## config.mk

```make
export PLATFORM = sky130hd
export DESIGN_NAME = process_priority_queues_core
export DESIGN_NICKNAME = d
export VERILOG_FILES = /design/src/design/ppq_pkg.sv /design/src/design/ppq_cell.sv /design/src/design/ppq_queue.sv /design/src/design/process_priority_queues_core.sv
export SDC_FILE = /design/constraint.sdc
export NUM_CORES = 2
export LEC_CHECK = 0
export BUFFER_PORTS_ARGS = -buffer_cell sky130_fd_sc_hd__buf_2
export CAP_MARGIN = 25
export CORE_UTILIZATION = 65
export CTS_CLUSTER_DIAMETER = 100
export DETAILED_ROUTE_END_ITERATION = 7
export PLACE_DENSITY = 0.85
export SETUP_SLACK_MARGIN = 0.2
export SYNTH_ARGS = -nofsm -noshare
export SYNTH_HDL_FRONTEND = slang
export SYNTH_SLANG_ARGS = --single-unit
export TNS_END_PERCENT = 10
```

## constraint.sdc

```tcl
create_clock -name clock -period 7.1 [get_ports clock]
set_input_delay 0.355 -clock clock [delete_from_list [all_inputs] [get_ports clock]]
set_output_delay 0.355 -clock clock [all_outputs]
set_load 0.05 [all_outputs]
```

## src/design/ppq_pkg.sv

```systemverilog
`default_nettype none

package ppq_pkg;

   localparam int QUEUE_DEPTH_DEF = 16;
   localparam int ID_WIDTH_DEF    = 8;
   localparam int NUM_QUEUES      = 4;
   localparam int QSEL_W          = 2;
   localparam int PID_W           = 8;
   localparam int PRIO_W          = 4;

   typedef enum logic [1:0] {
      MODE_INSERT = 2'd0,
      MODE_REMOVE = 2'd1,
      MODE_FIND   = 2'd2,
      MODE_CLEAR  = 2'd3
   } mode_type;

   typedef enum logic [1:0] {
      STATUS_OK        = 2'd0,
      STATUS_NOT_FOUND = 2'd1,
      STATUS_FULL      = 2'd2,
      STATUS_DUPLICATE = 2'd3
   } status_type;

   // per-queue command for one item
   typedef struct packed {
      logic capture;   // latch compare flags in every cell
      logic insert;    // open a gap and load the new entry
      logic remove;    // close the gap at the matching entry
      logic clear;     // empty the queue
   } ctrl_type;

   // rippled along the row: match seen so far and its priority
   typedef struct packed {
      logic              seen;
      logic [PRIO_W-1:0] prio;
   } chain_type;

   typedef struct packed {
      logic              found;
      logic              full;
      logic [PRIO_W-1:0] prio;
   } qstat_type;

endpackage

`default_nettype wire

```

## src/design/ppq_cell.sv

```systemverilog
`default_nettype none

module ppq_cell #(
   parameter int ID_WIDTH = ppq_pkg::ID_WIDTH_DEF
) (
   input  wire logic                        clock,
   input  wire ppq_pkg::ctrl_type           ctrl,
   input  wire logic                        occupied,
   input  wire logic [ID_WIDTH-1:0]         cmp_id,
   input  wire logic [ppq_pkg::PRIO_W-1:0]  cmp_prio,
   input  wire logic                        le_left,
   input  wire logic [ID_WIDTH-1:0]         left_id,
   input  wire logic [ppq_pkg::PRIO_W-1:0]  left_prio,
   input  wire logic [ID_WIDTH-1:0]         right_id,
   input  wire logic [ppq_pkg::PRIO_W-1:0]  right_prio,
   input  wire ppq_pkg::chain_type          chain_in,
   output ppq_pkg::chain_type               chain_out,
   output logic                             le_out,
   output logic [ID_WIDTH-1:0]              id_out,
   output logic [ppq_pkg::PRIO_W-1:0]       prio_out
);

   logic [ID_WIDTH-1:0]        id_ff, id_in;
   logic [ppq_pkg::PRIO_W-1:0] prio_ff, prio_in;
   logic                       match_ff, match_in;
   logic                       le_ff, le_in;

   // flags are taken once, on the accept edge
   always_comb begin
      match_in = match_ff;
      le_in    = le_ff;
      if (ctrl.capture) begin
         match_in = occupied && (id_ff == cmp_id);
         le_in    = occupied && (prio_ff <= cmp_prio);
      end
   end

   // insert: cells at or below the new priority hold, the first one above
   // loads, the rest take from the left. remove: from the match on, take
   // from the right.
   always_comb begin
      id_in   = id_ff;
      prio_in = prio_ff;
      if (ctrl.insert) begin
         if (!le_ff) begin
            if (le_left) begin
               id_in   = cmp_id;
               prio_in = cmp_prio;
            end else begin
               id_in   = left_id;
               prio_in = left_prio;
            end
         end
      end else if (ctrl.remove) begin
         if (chain_in.seen || match_ff) begin
            id_in   = right_id;
            prio_in = right_prio;
         end
      end
   end

   always_ff @(posedge clock) begin
      id_ff    <= id_in;
      prio_ff  <= prio_in;
      match_ff <= match_in;
      le_ff    <= le_in;
   end

   assign chain_out.seen = chain_in.seen | match_ff;
   assign chain_out.prio = chain_in.prio | (match_ff ? prio_ff : '0);
   assign le_out         = le_ff;
   assign id_out         = id_ff;
   assign prio_out       = prio_ff;

endmodule

`default_nettype wire

```

## src/design/ppq_queue.sv

```systemverilog
`default_nettype none

module ppq_queue #(
   parameter int QUEUE_DEPTH = ppq_pkg::QUEUE_DEPTH_DEF,
   parameter int ID_WIDTH    = ppq_pkg::ID_WIDTH_DEF
) (
   input  wire logic                        clock,
   input  wire logic                        reset,
   input  wire ppq_pkg::ctrl_type           ctrl,
   input  wire logic [ID_WIDTH-1:0]         cmp_id,
   input  wire logic [ppq_pkg::PRIO_W-1:0]  cmp_prio,
   output ppq_pkg::qstat_type               stat
);

   localparam int CNT_W = $clog2(QUEUE_DEPTH + 1);

   logic [CNT_W-1:0] count_ff, count_in;

   logic [ID_WIDTH-1:0]        ids   [QUEUE_DEPTH];
   logic [ppq_pkg::PRIO_W-1:0] prios [QUEUE_DEPTH];
   logic                       les   [QUEUE_DEPTH];
   ppq_pkg::chain_type         chain [QUEUE_DEPTH+1];

   assign chain[0] = '{seen: 1'b0, prio: '0};

   for (genvar i = 0; i < QUEUE_DEPTH; i++) begin : g_cell
      logic                       occ;
      logic                       le_l;
      logic [ID_WIDTH-1:0]        l_id, r_id;
      logic [ppq_pkg::PRIO_W-1:0] l_pr, r_pr;

      assign occ = CNT_W'(i) < count_ff;

      if (i == 0) begin : g_first
         assign le_l = 1'b1;
         assign l_id = cmp_id;
         assign l_pr = cmp_prio;
      end else begin : g_mid
         assign le_l = les[i-1];
         assign l_id = ids[i-1];
         assign l_pr = prios[i-1];
      end

      if (i == QUEUE_DEPTH - 1) begin : g_last
         assign r_id = ids[i];
         assign r_pr = prios[i];
      end else begin : g_inner
         assign r_id = ids[i+1];
         assign r_pr = prios[i+1];
      end

      ppq_cell #(
         .ID_WIDTH (ID_WIDTH)
      ) u_cell (
         .clock      (clock),
         .ctrl       (ctrl),
         .occupied   (occ),
         .cmp_id     (cmp_id),
         .cmp_prio   (cmp_prio),
         .le_left    (le_l),
         .left_id    (l_id),
         .left_prio  (l_pr),
         .right_id   (r_id),
         .right_prio (r_pr),
         .chain_in   (chain[i]),
         .chain_out  (chain[i+1]),
         .le_out     (les[i]),
         .id_out     (ids[i]),
         .prio_out   (prios[i])
      );
   end

   assign stat.found = chain[QUEUE_DEPTH].seen;
   assign stat.prio  = chain[QUEUE_DEPTH].prio;
   assign stat.full  = count_ff == CNT_W'(QUEUE_DEPTH);

   always_comb begin
      priority if (ctrl.clear) begin
         count_in = '0;
      end else if (ctrl.insert) begin
         count_in = count_ff + CNT_W'(1);
      end else if (ctrl.remove && stat.found) begin
         count_in = count_ff - CNT_W'(1);
      end else begin
         count_in = count_ff;
      end
   end

   always_ff @(posedge clock) begin
      if (reset) begin
         count_ff <= '0;
      end else begin
         count_ff <= count_in;
      end
   end

   a_count_bound: assert property (@(posedge clock) disable iff (reset)
      count_ff <= CNT_W'(QUEUE_DEPTH))
      else $error("queue count above depth");

endmodule

`default_nettype wire

```

## src/design/process_priority_queues_core.sv

```systemverilog
`default_nettype none

// Channel  Dir  Handshake              Payload
// req      in   req_tvalid/req_tready  tuser: mode; tdata: queue_select, process_id, priority_req
// rsp      out  rsp_tvalid/rsp_tready  tdata: status, found_queue, found_priority
//
// Each item takes two steps: the accept edge latches the id/priority compares in
// every cell, then the apply edge applies the item to the queues and loads the result.
// The apply step waits while an earlier result is still held on rsp.
// Reset (synchronous) empties all four queues at once through the counts;
// cell contents are left as they are, there is no clearing pass.
// Entry fields past a queue's count are never visible at the outputs.

module process_priority_queues_core #(
   parameter int QUEUE_DEPTH = ppq_pkg::QUEUE_DEPTH_DEF,
   parameter int ID_WIDTH    = ppq_pkg::ID_WIDTH_DEF
) (
   input  wire logic        clock,
   input  wire logic        reset,
   input  wire logic        req_tvalid,
   output logic             req_tready,
   input  wire logic [15:0] req_tdata,   // queue_select[1:0], process_id[9:2],
                                         // priority_req[13:10], zero[15:14]
   input  wire logic [1:0]  req_tuser,   // mode[1:0]
   output logic             rsp_tvalid,
   input  wire logic        rsp_tready,
   output logic [7:0]       rsp_tdata    // status[1:0], found_queue[3:2],
                                         // found_priority[7:4]
);

   localparam int NQ = ppq_pkg::NUM_QUEUES;

   typedef enum logic [1:0] {
      ST_IDLE  = 2'b01,
      ST_APPLY = 2'b10
   } state_type;

   state_type state_ff, state_in;

   // request fields, straight off the port
   logic [ppq_pkg::QSEL_W-1:0] in_qsel;
   logic [ppq_pkg::PID_W-1:0]  in_pid;
   logic [ppq_pkg::PRIO_W-1:0] in_prio;
   logic [ID_WIDTH-1:0]        in_id;

   assign in_qsel = req_tdata[1:0];
   assign in_pid  = req_tdata[9:2];
   assign in_prio = req_tdata[13:10];

   // only the low ID_WIDTH bits of the id take part
   if (ID_WIDTH >= ppq_pkg::PID_W) begin : g_id_wide
      assign in_id = ID_WIDTH'(in_pid);
   end else begin : g_id_narrow
      assign in_id = in_pid[ID_WIDTH-1:0];
   end

   // latched request
   ppq_pkg::mode_type          mode_ff, mode_in;
   logic [ppq_pkg::QSEL_W-1:0] qsel_ff, qsel_in;
   logic [ID_WIDTH-1:0]        id_ff, id_in;
   logic [ppq_pkg::PRIO_W-1:0] prio_ff, prio_in;

   logic req_fire;
   logic apply_fire;

   assign req_tready = state_ff == ST_IDLE;
   assign req_fire   = req_tvalid && req_tready;
   assign apply_fire = (state_ff == ST_APPLY) && (!rsp_tvalid || rsp_tready);

   // compare operand: port value at accept, latched value while applying
   logic [ID_WIDTH-1:0]        cmp_id;
   logic [ppq_pkg::PRIO_W-1:0] cmp_prio;

   assign cmp_id   = req_fire ? in_id : id_ff;
   assign cmp_prio = req_fire ? in_prio : prio_ff;

   ppq_pkg::ctrl_type  ctrl [NQ];
   ppq_pkg::qstat_type stat [NQ];
   logic [NQ-1:0]      found_vec;
   logic               any_found;

   for (genvar q = 0; q < NQ; q++) begin : g_queue
      assign found_vec[q] = stat[q].found;
   end
   assign any_found = |found_vec;

   // duplicate check spans all queues; full check only the selected one
   for (genvar q = 0; q < NQ; q++) begin : g_row
      logic sel;
      assign sel = qsel_ff == ppq_pkg::QSEL_W'(q);

      assign ctrl[q].capture = req_fire;
      assign ctrl[q].insert  = apply_fire && (mode_ff == ppq_pkg::MODE_INSERT) && sel
                               && !any_found && !stat[q].full;
      assign ctrl[q].remove  = apply_fire && (mode_ff == ppq_pkg::MODE_REMOVE) && sel;
      assign ctrl[q].clear   = apply_fire && (mode_ff == ppq_pkg::MODE_CLEAR);

      ppq_queue #(
         .QUEUE_DEPTH (QUEUE_DEPTH),
         .ID_WIDTH    (ID_WIDTH)
      ) u_queue (
         .clock    (clock),
         .reset    (reset),
         .ctrl     (ctrl[q]),
         .cmp_id   (cmp_id),
         .cmp_prio (cmp_prio),
         .stat     (stat[q])
      );
   end

   // result of the applied item
   ppq_pkg::status_type        res_status;
   logic [ppq_pkg::QSEL_W-1:0] res_fq;
   logic [ppq_pkg::PRIO_W-1:0] res_fp;
   logic [ppq_pkg::QSEL_W-1:0] find_q;
   logic [ppq_pkg::PRIO_W-1:0] find_p;

   // lowest-numbered queue wins, matching the search order 0..3
   always_comb begin
      find_q = '0;
      find_p = '0;
      for (int q = NQ - 1; q >= 0; q--) begin
         if (stat[q].found) begin
            find_q = ppq_pkg::QSEL_W'(q);
            find_p = stat[q].prio;
         end
      end
   end

   always_comb begin
      res_status = ppq_pkg::STATUS_OK;
      res_fq     = '0;
      res_fp     = '0;
      unique case (mode_ff)
         ppq_pkg::MODE_INSERT: begin
            if (any_found) begin
               res_status = ppq_pkg::STATUS_DUPLICATE;
            end else if (stat[qsel_ff].full) begin
               res_status = ppq_pkg::STATUS_FULL;
            end
         end
         ppq_pkg::MODE_REMOVE: begin
            if (!stat[qsel_ff].found) begin
               res_status = ppq_pkg::STATUS_NOT_FOUND;
            end
         end
         ppq_pkg::MODE_FIND: begin
            if (any_found) begin
               res_fq = find_q;
               res_fp = find_p;
            end else begin
               res_status = ppq_pkg::STATUS_NOT_FOUND;
            end
         end
         ppq_pkg::MODE_CLEAR: begin
            res_status = ppq_pkg::STATUS_OK;
         end
         default: begin
            res_status = ppq_pkg::STATUS_OK;
         end
      endcase
   end

   // output register
   logic       rsp_valid_ff, rsp_valid_in;
   logic [7:0] rsp_data_ff, rsp_data_in;

   always_comb begin
      rsp_valid_in = rsp_valid_ff;
      rsp_data_in  = rsp_data_ff;
      if (rsp_valid_ff && rsp_tready) begin
         rsp_valid_in = 1'b0;
      end
      if (apply_fire) begin
         rsp_valid_in = 1'b1;
         rsp_data_in  = {res_fp, res_fq, res_status};
      end
   end

   always_comb begin
      mode_in  = mode_ff;
      qsel_in  = qsel_ff;
      id_in    = id_ff;
      prio_in  = prio_ff;
      state_in = state_ff;
      if (req_fire) begin
         mode_in  = ppq_pkg::mode_type'(req_tuser);
         qsel_in  = in_qsel;
         id_in    = in_id;
         prio_in  = in_prio;
         state_in = ST_APPLY;
      end else if (apply_fire) begin
         state_in = ST_IDLE;
      end
   end

   always_ff @(posedge clock) begin
      if (reset) begin
         state_ff     <= ST_IDLE;
         rsp_valid_ff <= 1'b0;
      end else begin
         state_ff     <= state_in;
         rsp_valid_ff <= rsp_valid_in;
      end
      mode_ff     <= mode_in;
      qsel_ff     <= qsel_in;
      id_ff       <= id_in;
      prio_ff     <= prio_in;
      rsp_data_ff <= rsp_data_in;
   end

   assign rsp_tvalid = rsp_valid_ff;
   assign rsp_tdata  = rsp_data_ff;

   a_accept_to_apply: assert property (@(posedge clock) disable iff (reset)
      req_fire |=> state_ff == ST_APPLY)
      else $error("accepted item did not move to apply");

   a_rsp_from_apply: assert property (@(posedge clock) disable iff (reset)
      $rose(rsp_valid_ff) |-> $past(apply_fire))
      else $error("result appeared without an apply step");

   a_id_unique: assert property (@(posedge clock) disable iff (reset)
      (state_ff == ST_APPLY) |-> $countones(found_vec) <= 1)
      else $error("id present in more than one queue");

   a_apply_holds: assert property (@(posedge clock) disable iff (reset)
      ((state_ff == ST_APPLY) && !apply_fire) |=> state_ff == ST_APPLY)
      else $error("apply step left while result stalled");

endmodule

`default_nettype wire
```

==> qor.yml <==
stdcell_area_um2: 62500
area_delta_synth_final_pct: 7.38
status: "finished, violations left"
power_uw: 14900
path_delay_family: "simple AND/OR/NAND/NOR gates"
hold_viol: 0
cpMostUsedCell: "buf_4"
cpPeakStageDelay_ps: 950
syn_inst: 6186
rows: 109
die-width_um: 301
initial_core_util_pct: 65.7
place.gp.congestion: 0.982
synth.distinct_cells: 69
relSlewSlack_pct: 22.5
synth_edf_count: 908
dpl_cell_area_um2: 59100
vias_per_cell: 6.88
clk_pin_slew_ps: 60
die_h_um: 301
async_flop_share_pct: 0
yosysWarnings: 0
rr_startpoint: "g_row[0].u_queue.g_cell[0].u_cell.match_ff$_DFFE_PP_"
drt_iter0_drc: 8292
r2r_slack_ps: 2040
ioPinCount: 32
post-route-drc-count: 12
crit_slowest_cell: "nor4_1"
skew_ps: 45.3
vdd_drop_max_v: 0.000206
fp.coreArea_um2: 88500
dieArea_um2: 90700
fill_cells: 6290
area.sequential_um2: 28000
place_ws_ps: 2310
wl_um: 176000
synth_area_um2: 58200
path_cells: "or3_1, nor4_1, and4_1, nand4_1, buf_4, buf_4, o21ai_0, buf_4"
slew_viol_final: 0
ctsResizeCount: 0
yosysTopAreaCellShare_pct: 46.9
yosysMostFrequentCell: "o21ai_0"
cp_num_buf_inv: 3
crit_path_end_kind: "register"
num_vias: 49600
yosys.area.top_type: "edfxtp_1"
hp-start: "rsp_tready"
cp_num_cells: 8
setup_ws_ps: 2040
fin_setup_tns_ps: 0
synthFlopType: "edfxtp_1"
violations: "design-rule violations"
dpl.hpwl_um: 115000
ys_seq_area_share_pct: 48.1
start_kind: "register"
min_period_ps: 5060
critPathRequiredTime_ps: 7490
nets: 6253
synth_area_leaders: "edfxtp_1 (47%), o21ai_0 (10%), xnor2_1 (7.7%)"
whs_endpoint: "state_ff[1]$_SDFFE_PP0P_"
antenna_found_initial: 4
grt_pass1_vias: 46800
p_leak_uw: 0.0232
rsz0062_at_grt: "false"
max_clock_freq_mhz: 198
power.density_nw_per_um2: 239
cts_max_level: 3
arrival_ps: 5450
crit_fanout: 104
drt-pass1-iter-count: 8
synth_commonest_cells: "o21ai_0 (1183), nand2_1 (1122), edfxtp_1 (908)"
io_buffer_count: 29
holdPathStages: 5
cts_buffers: 100
grt_pass1_wl_um: 269000
ant_nets: 0
grt_max_degree: 271
period_share_pct: 71.3
clockBufferDepth: 3
ys_seq_elements: 943
drive_above_1_share_pct: 5.75
hold-worst-slack_ps: 253
max_cap_viol_count: 0
cts_root_buffer: "clkbuf_16"
ff2ff_path_depth: 8
cts_tree: "done"
hold_class: "in2reg"
avgSynthCellArea_um2: 9.40
clk_latency_ps: 700
max_slew.worst_pin.slew_ps: 1160
critical_path_class: "reg2reg"
grt_overflow: 0
multiInputGateArea_um2: 28200
setup_viol: 0
synth_fp_nets: 6476
wl_per_cell_um: 24.3
clock-sinks: 943
grtUsageTotal_pct: 38.2
r2r_end: "g_row[1].u_queue.g_cell[5].u_cell.id_out[7]$_DFFE_PP_"
==> cell families after synthesis <==
group / after synthesis / share of synthesized area [%]
XOR/XNOR: 512 / 7.71
flip-flops: 943 / 48.1
multiplexers: 35 / 0.645
AO/OA/AOI/OAI: 1948 / 19.6
buffers and inverters: 573 / 3.82
adder cells (fa/ha/maj): 268 / 5.76
AND/OR/NAND/NOR: 1907 / 14.3
==> cell usage in the layout, fill, tap and decap left out, types with 113 or more instances in the layout <==
master and instances:
o21ai_0 1173, nand2_1 1122, a211oi_1 159, ha_1 268
a21o_1 155, edfxtp_1 908, xnor2_1 512, a21oi_1 154
buf_4 113, nor2_1 293
==> worst max-delay path by stage <==
| stage | start | end |
|---|---|---|
| after floorplan | state_ff[1]$_SDFFE_PP0P_ | g_row[2].u_queue.g_cell[6].u_cell.le_out$_DFFE_PP_ |
| after global placement | g_row[3].u_queue.g_cell[9].u_cell.match_ff$_DFFE_PP_ | g_row[1].u_queue.g_cell[5].u_cell.id_out[7]$_DFFE_PP_ |
| after detailed placement | g_row[3].u_queue.g_cell[9].u_cell.match_ff$_DFFE_PP_ | g_row[1].u_queue.g_cell[5].u_cell.id_out[4]$_DFFE_PP_ |
| after CTS | g_row[3].u_queue.g_cell[9].u_cell.match_ff$_DFFE_PP_ | g_row[1].u_queue.g_cell[5].u_cell.id_out[7]$_DFFE_PP_ |
| after global routing | g_row[0].u_queue.g_cell[0].u_cell.match_ff$_DFFE_PP_ | g_row[1].u_queue.g_cell[5].u_cell.id_out[7]$_DFFE_PP_ |
| final | g_row[0].u_queue.g_cell[0].u_cell.match_ff$_DFFE_PP_ | g_row[1].u_queue.g_cell[5].u_cell.id_out[7]$_DFFE_PP_ |
==> cell type report <==
class / count / area share [%]
clock buffer: 141 / 4.53
inverter: 89 / 0.571
sequential: 943 / 44.8
antenna: 1 / 0.00401
tap: 1165 / 2.33
timing repair buffer: 159 / 1.99
clock inverter: 46 / 0.715
multi-input combinational: 4670 / 45.1
==> worst register-to-register path, stage by stage (launching register included) <==
cell      delay [ps]
edfxtp_1         520
or3_1            540
nor4_1           950
and4_1           520
nand4_1          140
buf_4            450
buf_4            530
o21ai_0          810
buf_4            310
==> layer usage <==
layer  GRT usage [%]  routed length, µm  up-vias
li1                -                  -    22000
met1            51.5              62800    23000
met2            57.9              77000     3876
met3            9.31              25900      787
met4            18.4               9870        6
met5               0                 34        -
==> timing repair <==
| action | in CTS | in global routing |
|---|---|---|
| setup buffers | 0 | 0 |
| endpoints found under the hold margin | 7 | 0 |
| endpoints found under the setup margin | 0 | 0 |
| hold buffers | 6 | 0 |
==> state kept, by name (all words and copies together) (netlist names) <==
register                              count
rsp_tdata                                 8
qsel_ff                                   2
g_row.u_queue.g_cell.u_cell.id_out      512
g_row.u_queue.count_ff                   20
rsp_tvalid                                1
g_row.u_queue.g_cell.u_cell.le_out       64
g_row.u_queue.g_cell.u_cell.match_ff     64
state_ff                                  2
prio_ff                                   4
id_ff                                     8
g_row.u_queue.g_cell.u_cell.prio_out    256
mode_ff                                   2
==> power by group <==
group	switching, µW	total (µW)	leakage (µW)	internal (µW)
logic	2100	3190	0.0130	1100
registers	249	6380	0.00856	6130
clock network	2290	5350	0.00160	3060
==> stage by stage <==
stage,std cells,util (%)
3_5_place_dp,7013,66.7
6_report,7214,70.6
3_3_place_gp,7002,66.6
5_1_grt,7214,70.6
4_1_cts,7206,70.5
2_1_floorplan,6186,-
Power figures use the tool's default switching activity.
